$ cat config.mk
export PLATFORM = sky130hd
export DESIGN_NAME = touch_key_repeat_encoder
export DESIGN_NICKNAME = d
export VERILOG_FILES = /design/src/rtl/tkre_pkg.sv /design/src/rtl/touch_key_repeat_encoder.sv /design/src/rtl/tkre_repeat_lane.sv /design/src/rtl/tkre_click_queue.sv
export SDC_FILE = /design/constraint.sdc
export NUM_CORES = 1
export LEC_CHECK = 0
export ABC_AREA = 1
export BUFFER_PORTS_ARGS = -buffer_cell sky130_fd_sc_hd__buf_2
export CORE_AREA = 2 2 267 269
export DETAILED_ROUTE_END_ITERATION = 12
export DIE_AREA = 0 0 269 271
export GPL_TIMING_DRIVEN = 0
export HOLD_SLACK_MARGIN = 0.1
export SLEW_MARGIN = 20
export SYNTH_ARGS = -nofsm -noshare
export SYNTH_HDL_FRONTEND = slang
export SYNTH_SLANG_ARGS = --single-unit
$ cat constraint.sdc
create_clock -name clk -period 5.56 [get_ports clk]
set_input_delay 0.556 -clock clk [delete_from_list [all_inputs] [get_ports clk]]
set_output_delay 0.556 -clock clk [all_outputs]
set_load 0.005 [all_outputs]
$ cat src/rtl/tkre_pkg.sv
// ---------------------------------------------------------------------------
// tkre_pkg
// Types, codes and helpers shared by the touch key repeat encoder.
// ---------------------------------------------------------------------------
`default_nettype none

package tkre_pkg;

  // Field widths
  localparam int unsigned TIME_W  = 48;
  localparam int unsigned DELAY_W = 24;
  localparam int unsigned STEP_W  = 16;
  localparam int unsigned CLICK_W = 2;
  localparam int unsigned KEY_W   = 2;

  // Packed stream widths
  localparam int unsigned IN_DATA_W  = 56;  // 51 bits of fields, padded to bytes
  localparam int unsigned OUT_DATA_W = 24;  // 17 bits of fields, padded to bytes

  // Item kinds (tuser)
  localparam logic OP_KEY  = 1'b0;
  localparam logic OP_POLL = 1'b1;

  // Key numbers
  localparam logic [KEY_W-1:0] KEY_LEFT    = 2'd0;
  localparam logic [KEY_W-1:0] KEY_SELECT  = 2'd1;
  localparam logic [KEY_W-1:0] KEY_RIGHT   = 2'd2;
  localparam logic [KEY_W-1:0] KEY_INVALID = 2'd3;

  // Configuration register indexes
  localparam logic [1:0] REG_ROTATED_270  = 2'd0;
  localparam logic [1:0] REG_INIT_DELAY   = 2'd1;
  localparam logic [1:0] REG_REPEAT_INTVL = 2'd2;
  localparam logic [1:0] REG_MAX_CLICKS   = 2'd3;

  // Reset values of the configuration registers
  localparam logic [DELAY_W-1:0] INIT_DELAY_RST   = 24'd400000;
  localparam logic [DELAY_W-1:0] REPEAT_INTVL_RST = 24'd150000;
  localparam logic [CLICK_W-1:0] MAX_CLICKS_RST   = 2'd2;

  // Saturation limits of the step count
  localparam logic signed [STEP_W-1:0] STEP_MAX = 16'sh7FFF;
  localparam logic signed [STEP_W-1:0] STEP_MIN = 16'sh8000;

  // One input item after unpacking
  typedef struct packed {
    logic              op;
    logic [KEY_W-1:0]  key_number;
    logic              key_down;
    logic [TIME_W-1:0] time_us;
  } item_t;

  // Command to one repeat lane (left or right key)
  typedef struct packed {
    logic              press;
    logic              release_key;
    logic              poll;
    logic [TIME_W-1:0] now;
  } lane_cmd_t;

  // Command to the select click queue
  typedef struct packed {
    logic press;
    logic release_key;
    logic poll;
  } click_cmd_t;

  // One saturating step up or down
  function automatic logic signed [STEP_W-1:0] sat_step(
    input logic signed [STEP_W-1:0] acc,
    input logic                     up
  );
    logic signed [STEP_W-1:0] res;
    if (up) begin
      res = (acc == STEP_MAX) ? acc : acc + 16'sd1;
    end else begin
      res = (acc == STEP_MIN) ? acc : acc - 16'sd1;
    end
    return res;
  endfunction

endpackage

`default_nettype wire

$ cat src/rtl/touch_key_repeat_encoder.sv
// ---------------------------------------------------------------------------
// touch_key_repeat_encoder
// Three touch keys to encoder steps and clicks, with typematic auto repeat.
// ---------------------------------------------------------------------------
// Usage:
//   The in_ stream carries key events (in_tuser 0) and polls (in_tuser 1),
//   each stamped with a 48-bit microsecond time. Key events produce no beat
//   on the out_ stream; every poll produces exactly one beat with the step
//   count gathered since the previous poll and the encoder button state. The user writes
//   the four registers via the cfg_ port only while the stream is idle (unenforced).
// Pipeline and throughput:
//   One item per cycle while no poll is stalled. A beat is accepted into the input
//   register and processed from there; a poll's result goes to the output register,
//   which drives out_tvalid. The rate is set by the single pass of the
//   repeat lanes (one 48-bit add and compare per lane) between the input
//   register and the output register.
// Reset:
//   Synchronous, active low. Clears the stream registers, the repeat lanes,
//   the step count and the click queue, and loads the register defaults.
// Stall:
//   While out_tvalid waits on out_tready, key events still pass; a poll holds
//   in the input register and in_tready drops until the output frees up.
// ---------------------------------------------------------------------------
`default_nettype none

module touch_key_repeat_encoder (
  input  wire logic                                clk,
  input  wire logic                                rst_n,
  // Input stream
  input  wire logic                                in_tvalid,
  output logic                                     in_tready,
  input  wire logic [tkre_pkg::IN_DATA_W-1:0]      in_tdata,  // key_number[1:0], key_down[2],
                                                              // time_us[50:3], zero pad
  input  wire logic                                in_tuser,  // op
  // Result stream
  output logic                                     out_tvalid,
  input  wire logic                                out_tready,
  output logic [tkre_pkg::OUT_DATA_W-1:0]          out_tdata, // step_count[15:0],
                                                              // button_pressed[16], zero pad
  // Configuration writes
  input  wire logic                                cfg_we,
  input  wire logic [1:0]                          cfg_addr,
  input  wire logic [tkre_pkg::DELAY_W-1:0]        cfg_wdata
);

  // Configuration registers
  logic                          rotated_270_r;
  logic [tkre_pkg::DELAY_W-1:0]  init_delay_r;
  logic [tkre_pkg::DELAY_W-1:0]  repeat_intvl_r;
  logic [tkre_pkg::CLICK_W-1:0]  max_clicks_r;

  // Input register
  logic                          in_valid_r;
  tkre_pkg::item_t               item_r;
  logic                          advance;

  // Output register
  logic                          out_valid_r;
  logic [tkre_pkg::OUT_DATA_W-1:0] out_data_r;

  // Working state
  logic signed [tkre_pkg::STEP_W-1:0] accum_r, accum_nxt;
  logic signed [tkre_pkg::STEP_W-1:0] acc_left, acc_both;
  tkre_pkg::lane_cmd_t           left_cmd, right_cmd;
  tkre_pkg::click_cmd_t          click_cmd;
  logic                          fire_left, fire_right;
  logic                          button;
  logic                          is_poll, is_key;

  // Register writes
  always_ff @(posedge clk) begin
    if (!rst_n) begin
      rotated_270_r  <= 1'b0;
      init_delay_r   <= tkre_pkg::INIT_DELAY_RST;
      repeat_intvl_r <= tkre_pkg::REPEAT_INTVL_RST;
      max_clicks_r   <= tkre_pkg::MAX_CLICKS_RST;
    end else if (cfg_we) begin
      unique case (cfg_addr)
        tkre_pkg::REG_ROTATED_270:  rotated_270_r  <= cfg_wdata[0];
        tkre_pkg::REG_INIT_DELAY:   init_delay_r   <= cfg_wdata;
        tkre_pkg::REG_REPEAT_INTVL: repeat_intvl_r <= cfg_wdata;
        tkre_pkg::REG_MAX_CLICKS:   max_clicks_r   <= cfg_wdata[tkre_pkg::CLICK_W-1:0];
        default: ;
      endcase
    end
  end

  // Handshake: key events always pass, a poll needs a free output slot
  assign is_poll   = in_valid_r && (item_r.op == tkre_pkg::OP_POLL);
  assign is_key    = in_valid_r && (item_r.op == tkre_pkg::OP_KEY);
  assign advance   = is_key || (is_poll && (!out_valid_r || out_tready));
  assign in_tready = !in_valid_r || advance;

  // Input register
  always_ff @(posedge clk) begin
    if (!rst_n) begin
      in_valid_r <= 1'b0;
    end else if (in_tready) begin
      in_valid_r <= in_tvalid;
    end
  end

  always_ff @(posedge clk) begin
    if (in_tready && in_tvalid) begin
      item_r.op         <= in_tuser;
      item_r.key_number <= in_tdata[1:0];
      item_r.key_down   <= in_tdata[2];
      item_r.time_us    <= in_tdata[50:3];
    end
  end

  // Decode into lane and click commands
  always_comb begin
    left_cmd  = '{press: 1'b0, release_key: 1'b0, poll: 1'b0, now: item_r.time_us};
    right_cmd = '{press: 1'b0, release_key: 1'b0, poll: 1'b0, now: item_r.time_us};
    click_cmd = '{press: 1'b0, release_key: 1'b0, poll: 1'b0};
    if (advance) begin
      if (is_poll) begin
        left_cmd.poll  = 1'b1;
        right_cmd.poll = 1'b1;
        click_cmd.poll = 1'b1;
      end else begin
        unique case (item_r.key_number)
          tkre_pkg::KEY_LEFT: begin
            left_cmd.press       = item_r.key_down;
            left_cmd.release_key = !item_r.key_down;
          end
          tkre_pkg::KEY_SELECT: begin
            click_cmd.press       = item_r.key_down;
            click_cmd.release_key = !item_r.key_down;
          end
          tkre_pkg::KEY_RIGHT: begin
            right_cmd.press       = item_r.key_down;
            right_cmd.release_key = !item_r.key_down;
          end
          tkre_pkg::KEY_INVALID: ;
          default: ;
        endcase
      end
    end
  end

  tkre_repeat_lane u_left (
    .clk                (clk),
    .rst_n              (rst_n),
    .cmd                (left_cmd),
    .initial_delay_us   (init_delay_r),
    .repeat_interval_us (repeat_intvl_r),
    .fire               (fire_left)
  );

  tkre_repeat_lane u_right (
    .clk                (clk),
    .rst_n              (rst_n),
    .cmd                (right_cmd),
    .initial_delay_us   (init_delay_r),
    .repeat_interval_us (repeat_intvl_r),
    .fire               (fire_right)
  );

  tkre_click_queue u_click (
    .clk                (clk),
    .rst_n              (rst_n),
    .cmd                (click_cmd),
    .max_pending_clicks (max_clicks_r),
    .button_pressed     (button)
  );

  // Step count: left first, then right, each saturating on its own
  // (left steps down unless rotated; right is the opposite)
  assign acc_left = fire_left  ? tkre_pkg::sat_step(accum_r,  rotated_270_r)  : accum_r;
  assign acc_both = fire_right ? tkre_pkg::sat_step(acc_left, !rotated_270_r) : acc_left;

  always_comb begin
    accum_nxt = accum_r;
    if (advance) begin
      accum_nxt = is_poll ? '0 : acc_both;
    end
  end

  always_ff @(posedge clk) begin
    if (!rst_n) begin
      accum_r <= '0;
    end else begin
      accum_r <= accum_nxt;
    end
  end

  // Output register
  always_ff @(posedge clk) begin
    if (!rst_n) begin
      out_valid_r <= 1'b0;
    end else if (advance && is_poll) begin
      out_valid_r <= 1'b1;
    end else if (out_tready) begin
      out_valid_r <= 1'b0;
    end
  end

  always_ff @(posedge clk) begin
    if (advance && is_poll) begin
      out_data_r <= {{(tkre_pkg::OUT_DATA_W-tkre_pkg::STEP_W-1){1'b0}}, button, acc_both};
    end
  end

  assign out_tvalid = out_valid_r;
  assign out_tdata  = out_data_r;

endmodule

`default_nettype wire

$ cat src/rtl/tkre_repeat_lane.sv
// ---------------------------------------------------------------------------
// tkre_repeat_lane
// Auto-repeat timer of one direction key: first press and due repeats.
// ---------------------------------------------------------------------------
`default_nettype none

module tkre_repeat_lane (
  input  wire logic                              clk,
  input  wire logic                              rst_n,
  input  wire tkre_pkg::lane_cmd_t               cmd,
  input  wire logic [tkre_pkg::DELAY_W-1:0]      initial_delay_us,
  input  wire logic [tkre_pkg::DELAY_W-1:0]      repeat_interval_us,
  output logic                                   fire
);

  logic                         active_r, active_nxt;
  logic [tkre_pkg::TIME_W-1:0]  next_time_r, next_time_nxt;
  logic [tkre_pkg::TIME_W-1:0]  deadline;
  logic                         due;

  // Deadline for a new press or for the next repeat, modulo 2^48
  assign deadline = cmd.now + {{(tkre_pkg::TIME_W-tkre_pkg::DELAY_W){1'b0}},
                               (cmd.press ? initial_delay_us : repeat_interval_us)};
  assign due      = active_r && (cmd.now >= next_time_r);

  // A step fires on a fresh press or on a poll that finds the repeat due
  always_comb begin
    fire          = 1'b0;
    active_nxt    = active_r;
    next_time_nxt = next_time_r;
    if (cmd.press) begin
      if (!active_r) begin
        fire          = 1'b1;
        active_nxt    = 1'b1;
        next_time_nxt = deadline;
      end
    end else if (cmd.release_key) begin
      active_nxt    = 1'b0;
      next_time_nxt = '0;
    end else if (cmd.poll && due) begin
      fire          = 1'b1;
      next_time_nxt = deadline;
    end
  end

  always_ff @(posedge clk) begin
    if (!rst_n) begin
      active_r <= 1'b0;
    end else begin
      active_r <= active_nxt;
    end
  end

  // Only read while active, so no reset
  always_ff @(posedge clk) begin
    next_time_r <= next_time_nxt;
  end

endmodule

`default_nettype wire

$ cat src/rtl/tkre_click_queue.sv
// ---------------------------------------------------------------------------
// tkre_click_queue
// Select click queue and press/release pulse played out over polls.
// ---------------------------------------------------------------------------
`default_nettype none

module tkre_click_queue (
  input  wire logic                              clk,
  input  wire logic                              rst_n,
  input  wire tkre_pkg::click_cmd_t              cmd,
  input  wire logic [tkre_pkg::CLICK_W-1:0]      max_pending_clicks,
  output logic                                   button_pressed
);

  logic [tkre_pkg::CLICK_W-1:0] pending_r, pending_nxt;
  logic                         pulse_r, pulse_nxt;

  always_comb begin
    pending_nxt    = pending_r;
    pulse_nxt      = pulse_r;
    button_pressed = 1'b0;
    if (cmd.press) begin
      // queue one click up to the limit
      if (pending_r < max_pending_clicks) begin
        pending_nxt = pending_r + 2'd1;
      end
    end else if (cmd.release_key) begin
      // release trims the queue to one click
      if (pending_r > 2'd1) begin
        pending_nxt = 2'd1;
      end
    end else if (cmd.poll) begin
      if (pulse_r) begin
        pulse_nxt = 1'b0;
        if (pending_r != '0) begin
          pending_nxt = pending_r - 2'd1;
        end
      end else if (pending_r != '0) begin
        button_pressed = 1'b1;
        pulse_nxt      = 1'b1;
      end
    end
  end

  always_ff @(posedge clk) begin
    if (!rst_n) begin
      pending_r <= '0;
      pulse_r   <= 1'b0;
    end else begin
      pending_r <= pending_nxt;
      pulse_r   <= pulse_nxt;
    end
  end

endmodule

`default_nettype wire

==> results.json <==
{
  "vias": 15364,
  "clock_latency_ps": 600,
  "top_usage_layer": "met2",
  "ys_seq_area_frac": 0.371,
  "rrSetupSlack_ps": 450,
  "cts_tree": "yes",
  "post-route-period-util": 0.920,
  "gp_congestion": 0.893,
  "clkTransAtPathRegs_ps": 70,
  "globalRouteMet1Util": 0.191,
  "avgRoutedWirePerCell_um": 15.5,
  "ys.flop_type": "edfxtp_1",
  "grt.met2_usage": 0.230,
  "grt.overflow.total": 0,
  "syn_area_per_cell_um2": 7.74,
  "grt_usage": 0.142,
  "cpMaxStageDelayCell": "dfxtp_1",
  "h-tree-depth": 1,
  "rsz0062_at_grt": "false",
  "clock_skew_ps": 50.9,
  "critical_path_buf_inv_count": 5,
  "synth_edf_count": 165,
  "slew_viol_final": 0,
  "die_area_mm2": 0.0729,
  "io_pins": 114,
  "yosys_warnings": 0,
  "drc": 0,
  "cap_viol_max_count": 0,
  "irDropWorstVdd_v": 0.000247,
  "worstHoldEndpoint": "item_r[18]$_DFFE_PP_",
  "min_path_cells": 1,
  "antenna_found_initial": 13,
  "drtAntennaViolNets": 0,
  "numCtsBuffers": 28,
  "drt_iter0_markers": 1055,
  "startpoint_type": "register",
  "port_buffers": 101,
  "netlist_instances": 2238,
  "die_y_um": 271,
  "status": "completed",
  "worstSetupPathType": "reg2reg",
  "cpMostUsedCell": "nand2_1",
  "rr_worst_depth": 33,
  "areaGrowthSynthToFinish_pct": 17.3,
  "final.min_clock_period_ps": 5110,
  "timing.rr.end": "u_right.next_time_r[46]$_DFFE_PP_",
  "crit_fanout": 10,
  "crit_path_end_kind": "register",
  "max_stage_delay_ps": 430,
  "cts.sink_count": 239,
  "viasPerCell": 4.56,
  "layout_setup_ws_ps": 446,
  "first_pass_iters": 5,
  "nNetsFinal": 2644,
  "power.density_mw_per_mm2": 230,
  "synth.distinct_cells": 58,
  "drive_gt1_frac": 0.135,
  "final_util": 0.291,
  "cellLeakagePower_nw": 8.89,
  "required_ps": 5920,
  "setup_violations": 0,
  "rows": 97,
  "hp-start": "in_tdata[21]",
  "grt_pass1_wl_um": 81100,
  "hold_viol_final": 0,
  "grt_use_met3": 0.0228,
  "slew_headroom": 0.333,
  "tightest_slew_ps": 993,
  "wirelength_um": 52300,
  "r2r_start": "in_valid_r$_SDFFE_PN0N_",
  "synthArstFlopShare": 0,
  "arrival_ps": 5480,
  "root_buffer": "clkbuf_16",
  "synth_seq_cells": 239,
  "grt_start_max_net_pins": 49,
  "clk_path_buf_depth": 3,
  "place_ws_ps": -240,
  "syn-cell-area_mm2": 0.0173,
  "dp_hpwl_um": 40600,
  "hp-class": "in2reg",
  "crit_family": "simple AND/OR/NAND/NOR gates",
  "start_util": 0.248,
  "die_w_um": 269,
  "grt_pass1_vias": 14482,
  "core_mm2": 0.0698,
  "fmax_ghz": 0.196
}
-- cells in the final DEF, fill, tap and decap left out, types with 7 or more instances in the layout --
cell           Yosys  layout
nand2_1          466     464
inv_1            277     277
nor2_1           208     204
a21oi_1          198     197
o21ai_0          182     181
edfxtp_1         165     165
ha_1             151     151
buf_2              8     109
nand3_1           99      99
dfxtp_1           74      74
nor3_1            44      44
clkbuf_1          35      37
nand2_2           33      33
xor2_1            32      32
nand4_1           29      29
clkbuf_16          0      28
dlygate4sd3_1      0      24
buf_4             19      20
nor2_2            16      19
o21ai_1           17      17
nand2_4           14      16
nor2_4            14      15
o211ai_1          14      14
nand3_2           13      13
buf_6             11      11
inv_2             10      10
nor4_1             9       9
clkinv_1           5       8
xnor2_1            7       7
o21a_1             7       7
conb_1             1       7
-- final cells by class --
class / instances / area [µm²]
clock buffers: 33 / 719
flip-flops and latches: 239 / 6440
repair buffers: 129 / 836
clock inverters: 19 / 189
multi-input cells: 1636 / 9400
plain buffers: 76 / 470
well taps: 940 / 1180
diodes: 2 / 5.00
inverters: 293 / 1100
fillers: 7575 / 49500
-- power by group --
group          switching [mW]  internal (mW)
registers              0.0662           2.00
clock network           0.801           1.03
logic                   0.482          0.290
total                    1.35           3.32
-- sequential cells by signal, summed over array words and instances, names as in the netlist, 2 cells and up --
register             count
max_clicks_r             2
out_tdata               17
repeat_intvl_r          24
u_click.pending_r        2
u_left.next_time_r      48
accum_r                 16
item_r                  52
u_right.next_time_r     48
init_delay_r            24
-- how the worst max path moves through the flow --
stage	slack [ps]	endpoint	depth (start not counted)	start
floorplan	870	item_r[0]$_DFFE_PP_	5	out_tready
global placement	-2020	item_r[15]$_DFFE_PP_	6	out_tready
detailed placement	-240	u_right.next_time_r[32]$_DFFE_PP_	32	in_valid_r$_SDFFE_PN0N_
CTS	60	u_left.next_time_r[39]$_DFFE_PP_	25	in_valid_r$_SDFFE_PN0N_
global route	20	u_right.next_time_r[46]$_DFFE_PP_	34	in_valid_r$_SDFFE_PN0N_
finish	450	u_right.next_time_r[46]$_DFFE_PP_	33	in_valid_r$_SDFFE_PN0N_
-- synthesized netlist by cell type, types with 3 or more instances --
library cell  number  area (µm²)
o21ai_0          182         911
a21oi_1          198         991
nor2_2            16         100
xor2_1            32         280
o21ai_2            5        43.8
buf_4             19         143
o21bai_1           5        37.5
buf_2              8        40.0
dfxtp_1           74        1480
buf_6             11         124
nor2_1           208         781
nand3b_4           5         100
inv_2             10        37.5
clkinv_1           5        18.8
nand3_2           13         130
nand2_2           33         206
nor4_1             9        56.3
a211oi_1           4        30.0
o211ai_1          14         105
o21ai_1           17        85.1
and3_1             3        18.8
a21o_1             4        30.0
inv_1            277        1040
nand3_1           99         495
xnor2_1            7        61.3
nor3_1            44         220
clkbuf_1          35         131
a21boi_0           6        45.0
a21oi_2            4        35.0
o21a_1             7        52.6
nand3b_1           3        22.5
ha_1             151        1890
nand4_1           29         181
o31ai_1            7        52.6
nand2_4           14         158
edfxtp_1         165        4950
nand2_1          466        1750
nor2_4            14         158
and2_1             5        31.3
nor3_2             4        40.0
-- cell families after synthesis --
kind of cell,count (synthesis),share of synthesized area
other cells,1,0.000216
fa+ha+maj,153,0.111
simple gates,971,0.260
compound gates,466,0.146
flops,239,0.371
buf+inv,369,0.0904
xor+xnor,39,0.0197
-- repair_timing --
item                                    4_1_cts  5_1_grt
endpoints found under the hold margin        24        0
setup buffers                                 0        1
hold buffers                                 24        0
endpoints found under the setup margin       11       24
pin swaps                                     0        1
resized for setup                             3        6
-- metrics by stage --
stage	instance area, µm²	power (mW)	hold WS [ps]	TNS (ps)	instances
floorplan	17300	2.61	439	0	2244
global placement	19000	2.84	456	-104850	3285
detailed placement	19100	2.85	463	-1780	3288
CTS	20300	4.72	101	0	3364
global route	20300	4.91	108	0	3365
finish	20300	4.67	138	0	3367
-- layer usage --
layer,vias up,part of all wire
met1,7002,0.46
met5,-,0.0024
li1,7839,-
met2,397,0.45
met3,104,0.057
met4,22,0.034
Power figures use the tool's default switching activity.
